## config.mk

```make
export PLATFORM = sky130hd
export DESIGN_NAME = throttle_sample_conditioner
export DESIGN_NICKNAME = d
export VERILOG_FILES = /design/src/tsc_pkg.sv /design/src/tsc_div.sv /design/src/tsc_datapath.sv /design/src/tsc_ctrl.sv /design/src/throttle_sample_conditioner.sv
export VERILOG_INCLUDE_DIRS = /design/src /design/src/src
export SDC_FILE = /design/constraint.sdc
export NUM_CORES = 1
export LEC_CHECK = 0
export BUFFER_PORTS_ARGS = -buffer_cell sky130_fd_sc_hd__clkbuf_2
export CORE_ASPECT_RATIO = 0.8
export CORE_MARGIN = 2
export CORE_UTILIZATION = 35
export CTS_CLUSTER_DIAMETER = 50
export DETAILED_ROUTE_END_ITERATION = 8
export PLACE_DENSITY = 0.53
export SLEW_MARGIN = 5
export SYNTH_ARGS = -nofsm -noshare
export SYNTH_HDL_FRONTEND = slang
export SYNTH_SLANG_ARGS = --single-unit
```

## constraint.sdc

```tcl
create_clock -name clk -period 13 [get_ports clk]
set_input_delay 1.3 -clock clk [delete_from_list [all_inputs] [get_ports clk]]
set_output_delay 1.3 -clock clk [all_outputs]
set_load 0.02 [all_outputs]
```

## src/assert_macros.svh

```systemverilog
// ---------------------------------------------------------------------------
// assert_macros.svh
// Shared concurrent assertion macros for the throttle conditioner RTL.
// ---------------------------------------------------------------------------
`ifndef ASSERT_MACROS_SVH
`define ASSERT_MACROS_SVH

// Same-cycle implication, sampled on clk, disabled while reset is asserted.
`define ASSERT_IMPLIES(label, ante, cons, msg) \
    label: assert property (@(posedge clk) disable iff (!rst_n) (ante) |-> (cons)) \
        else $error(msg);

// Next-cycle implication, sampled on clk, disabled while reset is asserted.
`define ASSERT_NEXT(label, ante, cons, msg) \
    label: assert property (@(posedge clk) disable iff (!rst_n) (ante) |=> (cons)) \
        else $error(msg);

`endif

```

## src/tsc_pkg.sv

```systemverilog
// ---------------------------------------------------------------------------
// tsc_pkg
// Types and constants shared by the throttle sample conditioner modules.
// ---------------------------------------------------------------------------
package tsc_pkg;

    // Field widths.
    localparam int SAMPLE_W  = 12;
    localparam int MARGIN_W  = 10;
    localparam int PCT_W     = 7;
    localparam int CFG_IDX_W = 2;
    localparam int CFG_DAT_W = 12;

    // Configuration register indexes.
    localparam logic [CFG_IDX_W-1:0] REG_THROTTLE_MIN = 2'd0;
    localparam logic [CFG_IDX_W-1:0] REG_THROTTLE_MAX = 2'd1;
    localparam logic [CFG_IDX_W-1:0] REG_BOUND_MARGIN = 2'd2;

    // Reset values of the configuration registers.
    localparam logic [SAMPLE_W-1:0] MIN_RESET    = 12'd700;
    localparam logic [SAMPLE_W-1:0] MAX_RESET    = 12'd3450;
    localparam logic [MARGIN_W-1:0] MARGIN_RESET = 10'd100;

    // Full-scale percentage.
    localparam logic [PCT_W-1:0] PCT_FULL = 7'd100;

    // Serial divider geometry: 20-bit dividend, 13-bit divisor, 2 bits a cycle.
    localparam int DIV_NUM_W          = 20;
    localparam int DIV_DEN_W          = 13;
    localparam int DIV_BITS_PER_CYCLE = 2;
    localparam int DIV_STEPS          = DIV_NUM_W / DIV_BITS_PER_CYCLE;
    localparam int DIV_CNT_W          = $clog2(DIV_STEPS + 1);

    // Product of a 12-bit difference and the full-scale percentage.
    localparam int PROD_W = SAMPLE_W + PCT_W;

    // Commands from the controller to the datapath.
    typedef struct packed {
        logic accept;     // take the sample, update history and fault
        logic div_start;  // load the divider
        logic div_sel;    // 0: window average, 1: percentage
        logic scale;      // register the scaled difference
        logic load_out;   // load the result register
    } tsc_cmd_t;

    // Status from the datapath to the controller.
    typedef struct packed {
        logic div_busy;   // divider iterating
        logic out_free;   // result register can take a new result
    } tsc_status_t;

endpackage

```

## src/tsc_div.sv

```systemverilog
// ---------------------------------------------------------------------------
// tsc_div
// Restoring unsigned divider that retires two quotient bits per cycle.
// ---------------------------------------------------------------------------
`include "assert_macros.svh"

module tsc_div
(
    input  logic                          clk,
    input  logic                          rst_n,
    input  logic                          start,
    input  logic [tsc_pkg::DIV_NUM_W-1:0] numer,
    input  logic [tsc_pkg::DIV_DEN_W-1:0] denom,
    output logic [tsc_pkg::DIV_NUM_W-1:0] quotient,
    output logic                          busy
);
    import tsc_pkg::*;

    logic [DIV_NUM_W-1:0] num_reg;
    logic [DIV_NUM_W-1:0] num_next;
    logic [DIV_DEN_W-1:0] rem_reg;
    logic [DIV_DEN_W-1:0] rem_next;
    logic [DIV_DEN_W-1:0] den_reg;
    logic [DIV_CNT_W-1:0] cnt_reg;
    logic [DIV_CNT_W-1:0] cnt_next;
    logic [DIV_DEN_W:0]   trial;

    // Two restoring steps: shift in a dividend bit, subtract if it fits.
    always_comb
    begin
        num_next = num_reg;
        rem_next = rem_reg;
        trial    = '0;
        for (int i = 0; i < DIV_BITS_PER_CYCLE; i++)
        begin
            trial    = {rem_next, num_next[DIV_NUM_W-1]};
            num_next = {num_next[DIV_NUM_W-2:0], 1'b0};
            if (trial >= {1'b0, den_reg})
            begin
                trial       = trial - {1'b0, den_reg};
                num_next[0] = 1'b1;
            end
            rem_next = trial[DIV_DEN_W-1:0];
        end
    end

    // Step counter.
    always_comb
    begin
        priority if (start)
            cnt_next = DIV_CNT_W'(DIV_STEPS);
        else if (cnt_reg != '0)
            cnt_next = cnt_reg - 1'b1;
        else
            cnt_next = cnt_reg;
    end

    always_ff @(posedge clk or negedge rst_n)
    begin
        if (!rst_n)
            cnt_reg <= '0;
        else
            cnt_reg <= cnt_next;
    end

    // Dividend, which fills up with quotient bits, remainder and divisor.
    always_ff @(posedge clk)
    begin
        if (start)
        begin
            num_reg <= numer;
            rem_reg <= '0;
            den_reg <= denom;
        end
        else if (cnt_reg != '0)
        begin
            num_reg <= num_next;
            rem_reg <= rem_next;
        end
    end

    assign quotient = num_reg;
    assign busy     = (cnt_reg != '0);

    `ASSERT_NEXT(a_div_start_busy, start, busy, "divider not busy after start")

endmodule

```

## src/tsc_datapath.sv

```systemverilog
// ---------------------------------------------------------------------------
// tsc_datapath
// Configuration registers, sample history, running sum, fault check,
// scaling and the result register of the throttle sample conditioner.
// ---------------------------------------------------------------------------
`include "assert_macros.svh"

module tsc_datapath
#(
    parameter int WINDOW = 10
)
(
    input  logic                          clk,
    input  logic                          rst_n,
    input  tsc_pkg::tsc_cmd_t             cmd,
    output tsc_pkg::tsc_status_t          status,
    input  logic                          cfg_valid,
    input  logic [tsc_pkg::CFG_IDX_W-1:0] cfg_index,
    input  logic [tsc_pkg::CFG_DAT_W-1:0] cfg_data,
    input  logic [tsc_pkg::SAMPLE_W-1:0]  raw_sample,
    output logic                          result_valid,
    input  logic                          result_ready,
    output logic [tsc_pkg::PCT_W-1:0]     throttle_percent,
    output logic                          fault
);
    import tsc_pkg::*;

    localparam int SUM_W = SAMPLE_W + $clog2(WINDOW);

    logic [SAMPLE_W-1:0]  min_reg;
    logic [SAMPLE_W-1:0]  max_reg;
    logic [MARGIN_W-1:0]  margin_reg;
    logic [SAMPLE_W-1:0]  hist_reg [WINDOW];
    logic [SUM_W-1:0]     sum_reg;
    logic [SUM_W-1:0]     sum_next;
    logic                 fault_reg;
    logic                 fault_next;
    logic                 zero_reg;
    logic                 zero_next;
    logic [PROD_W-1:0]    prod_reg;
    logic [PROD_W-1:0]    prod_next;
    logic                 out_valid_reg;
    logic [PCT_W-1:0]     pct_reg;
    logic [PCT_W-1:0]     pct_next;
    logic                 out_fault_reg;
    logic                 span_bad;
    logic [SAMPLE_W-1:0]  span;
    logic                 below_band;
    logic                 above_band;
    logic [SAMPLE_W-1:0]  avg;
    logic                 div_start;
    logic [DIV_NUM_W-1:0] div_numer;
    logic [DIV_DEN_W-1:0] div_denom;
    logic [DIV_NUM_W-1:0] div_quot;
    logic                 div_busy;

    // Configuration writes.
    always_ff @(posedge clk or negedge rst_n)
    begin
        if (!rst_n)
        begin
            min_reg    <= MIN_RESET;
            max_reg    <= MAX_RESET;
            margin_reg <= MARGIN_RESET;
        end
        else if (cfg_valid)
        begin
            unique case (cfg_index)
                REG_THROTTLE_MIN: min_reg    <= cfg_data[SAMPLE_W-1:0];
                REG_THROTTLE_MAX: max_reg    <= cfg_data[SAMPLE_W-1:0];
                REG_BOUND_MARGIN: margin_reg <= cfg_data[MARGIN_W-1:0];
                default:          ;
            endcase
        end
    end

    // Span check and guarded band check of the raw sample.
    assign span_bad   = (max_reg <= min_reg);
    assign span       = max_reg - min_reg;
    assign below_band = (min_reg >= SAMPLE_W'(margin_reg)) &&
                        (raw_sample < (min_reg - SAMPLE_W'(margin_reg)));
    assign above_band = ({1'b0, raw_sample} >
                         ({1'b0, max_reg} + (SAMPLE_W + 1)'(margin_reg)));
    assign fault_next = below_band || above_band || span_bad;

    // Running sum: drop the oldest sample, add the new one.
    assign sum_next = (sum_reg - SUM_W'(hist_reg[WINDOW-1])) + SUM_W'(raw_sample);

    // History shift line, newest sample in entry zero.
    always_ff @(posedge clk or negedge rst_n)
    begin
        if (!rst_n)
        begin
            for (int i = 0; i < WINDOW; i++)
                hist_reg[i] <= '0;
            sum_reg <= '0;
        end
        else if (cmd.accept)
        begin
            for (int i = WINDOW - 1; i > 0; i--)
                hist_reg[i] <= hist_reg[i-1];
            hist_reg[0] <= raw_sample;
            sum_reg     <= sum_next;
        end
    end

    always_ff @(posedge clk)
    begin
        if (cmd.accept)
            fault_reg <= fault_next;
    end

    // Shared divider: window average first, then the percentage.
    assign div_start = cmd.div_start;
    assign div_numer = cmd.div_sel ? DIV_NUM_W'(prod_reg) : DIV_NUM_W'(sum_reg);
    assign div_denom = cmd.div_sel ? {1'b0, span} : DIV_DEN_W'(WINDOW);

    tsc_div u_div
    (
        .clk      (clk),
        .rst_n    (rst_n),
        .start    (div_start),
        .numer    (div_numer),
        .denom    (div_denom),
        .quotient (div_quot),
        .busy     (div_busy)
    );

    // Scale the average above throttle_min by the full-scale percentage.
    assign avg       = div_quot[SAMPLE_W-1:0];
    assign zero_next = span_bad || (avg <= min_reg);
    assign prod_next = PROD_W'(avg - min_reg) * PROD_W'(PCT_FULL);

    always_ff @(posedge clk)
    begin
        if (cmd.scale)
        begin
            zero_reg <= zero_next;
            prod_reg <= prod_next;
        end
    end

    // Saturate the percentage quotient at full scale; zero_reg forces zero.
    always_comb
    begin
        priority if (zero_reg)
            pct_next = '0;
        else if (div_quot > DIV_NUM_W'(PCT_FULL))
            pct_next = PCT_FULL;
        else
            pct_next = div_quot[PCT_W-1:0];
    end

    // Result register; frees up when the transaction completes.
    always_ff @(posedge clk or negedge rst_n)
    begin
        if (!rst_n)
            out_valid_reg <= 1'b0;
        else if (cmd.load_out)
            out_valid_reg <= 1'b1;
        else if (result_ready)
            out_valid_reg <= 1'b0;
    end

    always_ff @(posedge clk)
    begin
        if (cmd.load_out)
        begin
            pct_reg       <= pct_next;
            out_fault_reg <= fault_reg;
        end
    end

    assign status.div_busy = div_busy;
    assign status.out_free = !out_valid_reg || result_ready;

    assign result_valid     = out_valid_reg;
    assign throttle_percent = pct_reg;
    assign fault            = out_fault_reg;

    `ASSERT_IMPLIES(a_pct_in_range, out_valid_reg, pct_reg <= PCT_FULL,
        "throttle percent above full scale")
    `ASSERT_IMPLIES(a_start_idle_div, cmd.div_start, !div_busy,
        "divider restarted while iterating")

endmodule

```

## src/tsc_ctrl.sv

```systemverilog
// ---------------------------------------------------------------------------
// tsc_ctrl
// Sequencer for the throttle sample conditioner: accept, average, scale,
// divide and hand the result to the output register.
// ---------------------------------------------------------------------------
`include "assert_macros.svh"

module tsc_ctrl
(
    input  logic                 clk,
    input  logic                 rst_n,
    input  logic                 sample_valid,
    output logic                 sample_ready,
    input  tsc_pkg::tsc_status_t status,
    output tsc_pkg::tsc_cmd_t    cmd
);
    import tsc_pkg::*;

    localparam logic [2:0] ST_IDLE     = 3'd0;
    localparam logic [2:0] ST_AVG_LOAD = 3'd1;
    localparam logic [2:0] ST_AVG_RUN  = 3'd2;
    localparam logic [2:0] ST_SCALE    = 3'd3;
    localparam logic [2:0] ST_PCT_LOAD = 3'd4;
    localparam logic [2:0] ST_PCT_RUN  = 3'd5;
    localparam logic [2:0] ST_EMIT     = 3'd6;

    logic [2:0] state_reg;
    logic [2:0] state_next;

    // Next state and commands.
    always_comb
    begin
        state_next    = state_reg;
        cmd           = '0;
        sample_ready  = 1'b0;
        unique case (state_reg)
            ST_IDLE:
            begin
                sample_ready = 1'b1;
                if (sample_valid)
                begin
                    cmd.accept = 1'b1;
                    state_next = ST_AVG_LOAD;
                end
            end
            ST_AVG_LOAD:
            begin
                cmd.div_start = 1'b1;
                state_next    = ST_AVG_RUN;
            end
            ST_AVG_RUN:
            begin
                if (!status.div_busy)
                    state_next = ST_SCALE;
            end
            ST_SCALE:
            begin
                cmd.scale  = 1'b1;
                state_next = ST_PCT_LOAD;
            end
            ST_PCT_LOAD:
            begin
                cmd.div_start = 1'b1;
                cmd.div_sel   = 1'b1;
                state_next    = ST_PCT_RUN;
            end
            ST_PCT_RUN:
            begin
                cmd.div_sel = 1'b1;
                if (!status.div_busy)
                    state_next = ST_EMIT;
            end
            ST_EMIT:
            begin
                cmd.div_sel = 1'b1;
                if (status.out_free)
                begin
                    cmd.load_out = 1'b1;
                    state_next   = ST_IDLE;
                end
            end
            default:
            begin
                state_next = ST_IDLE;
            end
        endcase
    end

    always_ff @(posedge clk or negedge rst_n)
    begin
        if (!rst_n)
            state_reg <= ST_IDLE;
        else
            state_reg <= state_next;
    end

    `ASSERT_IMPLIES(a_load_when_free, cmd.load_out, status.out_free,
        "result loaded over a pending transaction")
    `ASSERT_NEXT(a_accept_starts_avg, cmd.accept, state_reg == ST_AVG_LOAD,
        "accepted sample did not start the average")

endmodule

```

## src/throttle_sample_conditioner.sv

```systemverilog
// ---------------------------------------------------------------------------
// throttle_sample_conditioner
// Fault check, moving average and percent scaling of a throttle ADC sample.
//
//   Channel   Handshake                  Payload
//   sample    sample_valid/sample_ready  raw_sample[11:0]
//   result    result_valid/result_ready  throttle_percent[6:0], fault
//   cfg       cfg_valid/cfg_ready        cfg_index[1:0], cfg_data[11:0]
//
// One sample goes from acceptance to a loaded result through two passes
// of the shared two-bits-per-cycle divider, the average and the percentage.
// The next sample is accepted the cycle after the previous result is loaded,
// even if that result still waits on result_ready; a stalled output holds
// the block in its final step. cfg_ready is always high. Reset clears the
// history to zeros and loads the default band settings at once.
// ---------------------------------------------------------------------------
module throttle_sample_conditioner
#(
    parameter int WINDOW = 10
)
(
    input  logic                          clk,
    input  logic                          rst_n,
    input  logic                          sample_valid,
    output logic                          sample_ready,
    input  logic [tsc_pkg::SAMPLE_W-1:0]  raw_sample,
    output logic                          result_valid,
    input  logic                          result_ready,
    output logic [tsc_pkg::PCT_W-1:0]     throttle_percent,
    output logic                          fault,
    input  logic                          cfg_valid,
    output logic                          cfg_ready,
    input  logic [tsc_pkg::CFG_IDX_W-1:0] cfg_index,
    input  logic [tsc_pkg::CFG_DAT_W-1:0] cfg_data
);
    import tsc_pkg::*;

    tsc_cmd_t    cmd;
    tsc_status_t status;

    // Configuration writes complete every cycle.
    assign cfg_ready = 1'b1;

    tsc_ctrl u_ctrl
    (
        .clk          (clk),
        .rst_n        (rst_n),
        .sample_valid (sample_valid),
        .sample_ready (sample_ready),
        .status       (status),
        .cmd          (cmd)
    );

    tsc_datapath
    #(
        .WINDOW (WINDOW)
    )
    u_datapath
    (
        .clk              (clk),
        .rst_n            (rst_n),
        .cmd              (cmd),
        .status           (status),
        .cfg_valid        (cfg_valid),
        .cfg_index        (cfg_index),
        .cfg_data         (cfg_data),
        .raw_sample       (raw_sample),
        .result_valid     (result_valid),
        .result_ready     (result_ready),
        .throttle_percent (throttle_percent),
        .fault            (fault)
    );

endmodule

```

==> flow_summary.toml, run 1 <==
[die]
die_w_um = 241
start_util = 0.354
core_mm2 = 0.0443
pin_count = 42
design.die.area_mm2 = 0.0465
rows = 69
fp.dieH_um = 193

[grt]
grt_usage = 0.171
grt_max_degree = 103
grt_first_pass_wirelength_mm = 63.5
antenna_found_initial = 1
grt_overflow = 0
grt_pass1_vias = 11800

[routing]
ant_nets = 0
wire_per_inst_um = 16.1
routed_wl_mm = 38.9
vias = 11900
firstDrtPassIters = 5
drc = 0
avgViaCountPerCell = 4.94
drtIter0Drc = 849

[hold_path]
holdPathStages = 0
hp-class = "reg2reg"

[final_layout]
syn2layout_area_growth_pct = 13.0
largest_reg_flops = 120
nets = 1989
drive_gt1_frac = 0.0923
num_antenna_cells = 0

[yosys]
syn_avg_cell_area_um2 = 8.96
seq_area_frac_synth = 0.415
syn_nets = 1956
netlist_instances = 1750
ys_top_cells_by_area = "dfrtp_1 26%, ha_1 12%, edfxtp_1 11%"
yosys_warnings = 0
synth_top_area_frac = 0.257
synth-seq-cells = 250
synth_area_mm2 = 0.0157
yosys-top-cells-count = "447 x nand2_1, 172 x inv_1, 161 x dfrtp_1"
ys.flop_type = "dfrtp_1"
synth_edf_count = 59
ys_types = 73
ys_async_sr_fraction = 0.712
synth.most_common_cell = "nand2_1"
yosysTopAreaCell = "dfrtp_1"

[sta]
grt_setup_unrepaired = "false"
tightest_slew_ns = 0.950
maxSlewViolCount = 0
hold_viol_final = 0
post-route-min-period_ns = 5.45
period_share = 0.419
setup_viol = 0
setup_tns_ns = 0
max_freq_mhz = 183
skew_ns = 0.0291
slew_headroom = 0.364

[clocking]
cts_hold_buf = 0
cts_resized = 0
numCtsBuffers = 36
cts_buffer_depth = 3
clkLatencyLatePin_ns = 0.54
cts_tree = "yes"
post_cts_buffers = 0
ctsRootBufferMaster = "clkbuf_16"
htreeDepth = 2
clkTransAtPathRegs_ns = 0.05
cts.sinks = 250

[critical_path]
crit_family = "compound AO/OA/AOI/OAI gates"
crit_required_ns = 13.28
cp_common_cell = "ha_1"
crit_buf_inv = 3
ff2ff_path_depth = 21
slowest_stage = "a2111oi_0"
worstSetupStartpointType = "register"
cp_data_arrival_time_ns = 5.73
crit_type = "reg2reg"
slowest_delay_ns = 0.50
crit_cells = 21
endpoint_kind = "register"
cp_cell_sequence = "inv_1 > ha_1 > nor2b_1 > o21ai_0 > a21boi_0 > o21ai_0 > a2111oi_0 > o21ai_0 > a21boi_0 > a21oi_1 > ha_1 > ha_1 > inv_1 > fa_1 > inv_1 > ha_1 > nand3_1 > nand2_1 > a41oi_1 > nor2b_1 > xnor2_1"
crit_fanout = 6

[placement]
port_buffers = 40
dpl.hpwl_mm = 29.1
gp_congestion = 0.870

[run]
maxCapViolCount = 0

[run_status]
status = "finished clean"
## per-stage QoR
step | util | hold WS, ns | setup WS (ns) | instance area (um^2) | instances
2_1_floorplan | - | 0.400 | 8.19 | 15700 | 1750
3_3_place_gp | 0.372 | 0.422 | 7.72 | 16500 | 2348
3_5_place_dp | 0.372 | 0.426 | 7.58 | 16500 | 2348
4_1_cts | 0.400 | 0.440 | 7.55 | 17700 | 2413
5_1_grt | 0.400 | 0.455 | 6.94 | 17700 | 2413
6_report | 0.400 | 0.430 | 7.55 | 17700 | 2413
## placed cells by master, fill, tap and decap left out, types with 26 or more instances in the layout
| cell type | count |
|---|---|
| nand2_1 | 446 |
| inv_1 | 172 |
| dfrtp_1 | 161 |
| ha_1 | 145 |
| o21ai_0 | 100 |
| a21oi_1 | 85 |
| nor2_1 | 76 |
| edfxtp_1 | 59 |
| xnor2_1 | 47 |
| clkbuf_16 | 39 |
| clkbuf_2 | 39 |
| fa_1 | 30 |
| xor2_1 | 26 |
## layer usage
layer	GRT usage	vias up	share of wire
met2	0.245	232	0.41
li1	-	5948	-
met3	0.0271	51	0.045
met5	0	-	0
met1	0.267	5682	0.53
met4	0.0407	0	0.019
## cell families (layout without fill, tap and decap cells)
| kind of cell | Yosys count | in the layout | share of synthesized area |
|---|---|---|---|
| AOI/OAI and AO/OA | 308 | 308 | 0.121 |
| xor gates and xnor gates | 73 | 73 | 0.0408 |
| other | 1 | 1 | 0.000239 |
| and+or+nand+nor | 679 | 679 | 0.188 |
| muxes | 37 | 37 | 0.0256 |
| buffers and inverters | 227 | 287 | 0.0552 |
| DFF | 250 | 250 | 0.415 |
| adders and majority gates | 175 | 175 | 0.154 |
## area by class of cell
class / count / area, um^2
Tap cell: 603 / 754
Timing Repair Buffer: 48 / 269
Sequential cell: 250 / 6510
Clock buffer: 46 / 1020
Inverter: 174 / 654
Fill cell: 4481 / 26600
Clock inverter: 19 / 195
Multi-Input combinational cell: 1273 / 8310
## path summary, 6_finish.rpt
path                                  startpoint  slack (ns)                      end
max                        u_datapath.min_reg[1]        7.55  u_datapath.prod_reg[16]
min                         u_datapath.fault_reg        0.43         u_datapath.fault
max reg2reg                u_datapath.min_reg[1]        7.55  u_datapath.prod_reg[16]
min reg2reg                 u_datapath.fault_reg        0.43         u_datapath.fault
max in group asynchronous                  rst_n       10.57  u_datapath.hist_reg[71]
min in group asynchronous                  rst_n        0.87  u_datapath.hist_reg[63]
Power of run 1 is left out: the tool's default activity adds up to more than one toggle a clock period on the data nets, which glitch-free logic cannot reach.
==> inputs of run 2 (changes only) <==
- clock period: 13 -> 5.2 ns (I/O delays scaled with it)
==> run 2 against run 1 <==
Against the previous run: die area unchanged; first-iteration DRC count up 8.6%; clock skew down 0.0068 ns; worst hold slack worse by 0.33 ns; critical path depth unchanged; cell area up 0.35%; sequential share of layout area down 0.13 points; non-clock buffer count up 14; clock-buffer cell count down 3; sequential cell count unchanged; wire length down 0.56%.
==> flow_summary.toml, run 2 (synthesis gave the netlist of run 1 again) <==
[sta]
setup_tns_ns = 0
period_share = 0.951
slew_headroom = 0.332
setup_ws_ns = 0.254
maxSlewViolCount = 0
max_freq_mhz = 202
hold_viol_final = 0
setup_viol = 0
grt_setup_unrepaired = "false"
post-route-min-period_ns = 4.95
skew_ns = 0.0223
tightest_slew_ns = 1.00

[critical_path]
slowest_delay_ns = 0.53
cp_data_arrival_time_ns = 5.21
cp_common_cell = "ha_1"
crit_type = "reg2reg"
crit_required_ns = 5.46
slowest_stage = "dfstp_2"
crit_fanout = 5
worstSetupStartpointType = "register"
cp_cell_sequence = "inv_1 > ha_1 > buf_4 > nor2b_1 > o21ai_1 > a21boi_1 > nor3_1 > o21bai_1 > a21o_1 > and4_1 > or3_1 > ha_1 > ha_1 > inv_1 > fa_1 > inv_1 > ha_1 > or2_2 > a21oi_1 > a21oi_1 > xor2_1"
endpoint_kind = "register"

[run_status]
status = "finished clean"

[clocking]
cts.sinks = 250
htreeDepth = 2
ctsRootBufferMaster = "clkbuf_16"
clkTransAtPathRegs_ns = 0.05
cts_buffer_depth = 3
numCtsBuffers = 36
cts_tree = "yes"
clkLatencyLatePin_ns = 0.53
cts_hold_buf = 0

[final_layout]
largest_reg_flops = 120
syn2layout_area_growth_pct = 13.4
utilization = 0.401
drive_gt1_frac = 0.0988
nFillCells = 4468
layout_common_cells = "446 x nand2_1, 172 x inv_1, 161 x dfrtp_1, 145 x ha_1, 97 x o21ai_0"
final_common_cell = "nand2_1"
nets = 2003
num_antenna_cells = 0

[die]
pin_count = 42
fp.dieH_um = 193
start_util = 0.354
die_w_um = 241
design.die.area_mm2 = 0.0465
core_mm2 = 0.0443
rows = 69

[routing]
ant_nets = 0
vias = 12000
firstDrtPassIters = 5
avgViaCountPerCell = 4.97
drtIter0Drc = 922
routed_wl_mm = 38.7
drc = 0
wire_per_inst_um = 16.0

[placement]
gp_congestion = 0.918
port_buffers = 40
dpl.hpwl_mm = 28.8
dp_slack_ns = 0.183

[grt]
grt_overflow = 0
grt_max_degree = 104
antenna_found_initial = 1
grt_pass1_vias = 11700
grt_usage = 0.170
grt_first_pass_wirelength_mm = 63.0

[hold_path]
hp-class = "in2async"

[run]
maxCapViolCount = 0
[run 2: changes by cell type in the layout (fill, tap and decap cells not counted), moves of 2 or more]
cell	before	now
a21boi_0	5	2
a21boi_1	0	3
buf_4	8	22
clkbuf_16	39	37
clkinv_2	4	6
clkinvlp_4	4	1
o21ai_0	100	97
o21ai_1	0	3
[run 2: critical path: cells and delay by family, from the launching register on]
family                   cells  cell delay, ns
AO/OA/AOI/OAI                6            0.83
XOR/XNOR                     1            0.15
adder cells (fa/ha/maj)      5            1.74
buffers and inverters        4            0.31
flip-flops                   1            0.53
AND/OR/NAND/NOR              5            1.13
[run 2: final timing paths]
path / startpoint / to / slack (ns) / cells past startpoint
max in group asynchronous: rst_n / u_datapath.min_reg[3] / 3.99 / 2
setup / recovery: u_datapath.min_reg[2] / u_datapath.prod_reg[17] / 0.25 / 21
hold / removal: rst_n / u_datapath.hist_reg[52] / 0.10 / 1
setup reg to reg: u_datapath.min_reg[2] / u_datapath.prod_reg[17] / 0.25 / 21
min in group clk: cfg_data[9] / u_datapath.min_reg[9] / 0.23 / 3
hold reg to reg: u_datapath.fault_reg / u_datapath.fault / 0.44 / 0
[run 2: final cells by class]
| class | instances | area (um^2) | share of cell area |
|---|---|---|---|
| clock buffer | 43 | 958 | 0.0539 |
| clock inverter | 19 | 200 | 0.0113 |
| inverter | 174 | 654 | 0.0368 |
| multi-input combinational | 1273 | 8330 | 0.468 |
| sequential | 250 | 6510 | 0.366 |
| tap | 603 | 754 | 0.0424 |
| timing repair buffer | 62 | 374 | 0.0210 |
[run 2: repair_timing]
action	in CTS	in global routing
gates resized for setup	0	10
buffers inserted	0	2
setup endpoints to repair	0	4
[run 2: per-stage QoR]
| stage | instances | hold slack (ns) | cell area (um^2) |
|---|---|---|---|
| finish | 2424 | 0.102 | 17800 |
| global route | 2424 | 0.136 | 17800 |
| CTS | 2422 | 0.117 | 17700 |
| detailed placement | 2360 | 0.431 | 16600 |
| global placement | 2360 | 0.438 | 16600 |
| floorplan | 1750 | 0.224 | 15700 |
[run 2: per-layer routing]
layer | up-vias | GRT usage | part of all wire
li1 | 5977 | - | -
met1 | 5769 | 0.260 | 0.52
met2 | 252 | 0.245 | 0.41
met3 | 41 | 0.0327 | 0.058
met4 | 0 | 0.0359 | 0.018
met5 | - | 0 | 0
Power of run 2 is left out for the same reason.
==> inputs of run 3 (changes only) <==
- ABC_CLOCK_PERIOD_IN_PS: not set -> 5200
- CELL_PAD_IN_SITES_DETAIL_PLACEMENT: not set -> 0
- CELL_PAD_IN_SITES_GLOBAL_PLACEMENT: not set -> 2
- PLACE_DENSITY: 0.53 -> not set
- PLACE_DENSITY_LB_ADDON: not set -> 0.08
==> run 3 against run 2 <==
Against the previous run: clock skew rose by 0.0025 ns; fmax rose by 2.2%; first-iteration DRC count fell by 28%; non-clock buffer count rose by 7; register-to-register slack improved by 0.11 ns; worst hold slack got worse by 0.055 ns; largest cell class unchanged; clock-buffer cell count rose by 5.
==> flow_summary.toml, run 3 (synthesis gave the netlist of run 1 again) <==
[critical_path]
crit_type = "reg2reg"
ff2ff_path_depth = 20
worstSetupStartpointType = "register"
r2r-start = "u_datapath.min_reg[0]"
endpoint_kind = "register"
reg2reg_to = "u_datapath.prod_reg[17]"
crit_required_ns = 5.50
crit_start = "u_datapath.min_reg[0]"
setup.worst_path.end = "u_datapath.prod_reg[17]"
cp_data_arrival_time_ns = 5.14
rrSetupSlack_ns = 0.36
crit_fanout = 4

[final_layout]
drive_gt1_frac = 0.103
syn2layout_area_growth_pct = 14.3
final_common_cell = "nand2_1"
nets = 2010
nFillCells = 4514
num_antenna_cells = 0
layout_common_cells = "446 x nand2_1, 172 x inv_1, 161 x dfrtp_1, 145 x ha_1, 97 x o21ai_0"
largest_reg_flops = 120

[sta]
post-route-min-period_ns = 4.84
skew_ns = 0.0247
grt_setup_unrepaired = "false"
max_freq_mhz = 207
slew_headroom = 0.287
hold_viol_final = 0
period_share = 0.930
tightest_slew_ns = 1.07
setup_tns_ns = 0
setup_viol = 0
maxSlewViolCount = 0

[grt]
grt_overflow = 0
antenna_found_initial = 1
grt_usage = 0.181
grt_first_pass_wirelength_mm = 65.9
grt_pass1_vias = 11700
grt_max_degree = 94

[die]
fp.dieH_um = 193
pin_count = 42
core_mm2 = 0.0443
start_util = 0.354
design.die.area_mm2 = 0.0465
die_w_um = 241
rows = 69

[placement]
port_buffers = 40
dpl.hpwl_mm = 30.6
gp_congestion = 0.827

[routing]
firstDrtPassIters = 5
avgViaCountPerCell = 4.88
drc = 0
routed_wl_mm = 40.7
ant_nets = 0
drtIter0Drc = 668
vias = 11900
wire_per_inst_um = 16.7

[run_status]
status = "finished clean"

[clocking]
clkLatencyLatePin_ns = 0.56
cts_buffer_depth = 3
htreeDepth = 2
numCtsBuffers = 36
cts.sinks = 250
cts_hold_buf = 0
clkTransAtPathRegs_ns = 0.06
ctsRootBufferMaster = "clkbuf_16"
cts_tree = "yes"

[run]
maxCapViolCount = 0

[hold_path]
hp-class = "in2async"
==> run 3: changes by cell type in the layout (fill, tap and decap cells not counted), moves of 2 or more <==
cell	change
clkbuf_1	+4
buf_12	+3
clkinvlp_4	+2
clkinv_2	-2
buf_4	+4
clkbuf_8	+2
inv_6	-2
==> run 3: final cells by class <==
cell class / instances / area (um^2) / share of cell area
Clock buffer: 48 / 976 / 0.0545
Timing Repair Buffer: 69 / 464 / 0.0259
Multi-Input combinational cell: 1273 / 8340 / 0.466
Inverter: 174 / 654 / 0.0365
Tap cell: 603 / 754 / 0.0421
Sequential cell: 250 / 6510 / 0.363
Clock inverter: 18 / 220 / 0.0123
==> run 3: routing by layer <==
| layer | vias to the layer above | wire length, um | part of all wire | GRT usage |
|---|---|---|---|---|
| met5 | - | 0 | 0 | 0 |
| li1 | 6001 | - | - | - |
| met4 | 0 | 850 | 0.021 | 0.0446 |
| met2 | 170 | 16200 | 0.40 | 0.247 |
| met1 | 5647 | 21800 | 0.53 | 0.281 |
| met3 | 53 | 1970 | 0.048 | 0.0438 |
==> run 3: through the flow <==
step | instances | hold slack (ns) | cell area (um^2) | worst slack (ns) | util
finish | 2435 | 0.0472 | 17900 | 0.363 | 0.405
global route | 2435 | 0.0775 | 17900 | 0.0416 | 0.405
CTS | 2434 | 0.0577 | 17900 | 0.0863 | 0.404
detailed placement | 2368 | 0.408 | 16700 | 0.114 | 0.377
global placement | 2368 | 0.408 | 16700 | 0.145 | 0.377
floorplan | 1750 | 0.224 | 15700 | 0.393 | -
==> run 3: critical path: stages (launching register included) <==
cell	delay, ns
dfrtp_1	0.40
ha_1	0.23
fa_1	0.42
nor2b_1	0.16
o21ai_2	0.08
a21boi_2	0.19
nor3_1	0.07
o21bai_1	0.23
a21o_1	0.19
a21oi_1	0.10
or3_1	0.39
ha_1	0.30
ha_1	0.27
inv_1	0.05
fa_1	0.49
inv_1	0.04
ha_1	0.33
or2_2	0.28
a21oi_1	0.15
a21oi_1	0.06
xor2_1	0.15
==> run 3: what timing repair did <==
item / 4_1_cts / 5_1_grt
endpoints found under the setup margin: 0 / 4
gates resized for setup: 0 / 12
setup buffers: 0 / 1
==> run 3: how the worst min path moves through the flow <==
| stage | startpoint | endpoint | slack, ns | cells after the start |
|---|---|---|---|---|
| after floorplan | rst_n | u_ctrl.state_reg[0] | 0.22 | 0 |
| after global placement | u_datapath.fault_reg | u_datapath.fault | 0.41 | 0 |
| after detailed placement | u_datapath.fault_reg | u_datapath.fault | 0.41 | 0 |
| after CTS | rst_n | u_datapath.hist_reg[37] | 0.06 | 1 |
| after global routing | rst_n | u_datapath.u_div.cnt_reg[0] | 0.08 | 1 |
| final | rst_n | u_datapath.u_div.cnt_reg[1] | 0.05 | 1 |
Power of run 3 is left out for the same reason.
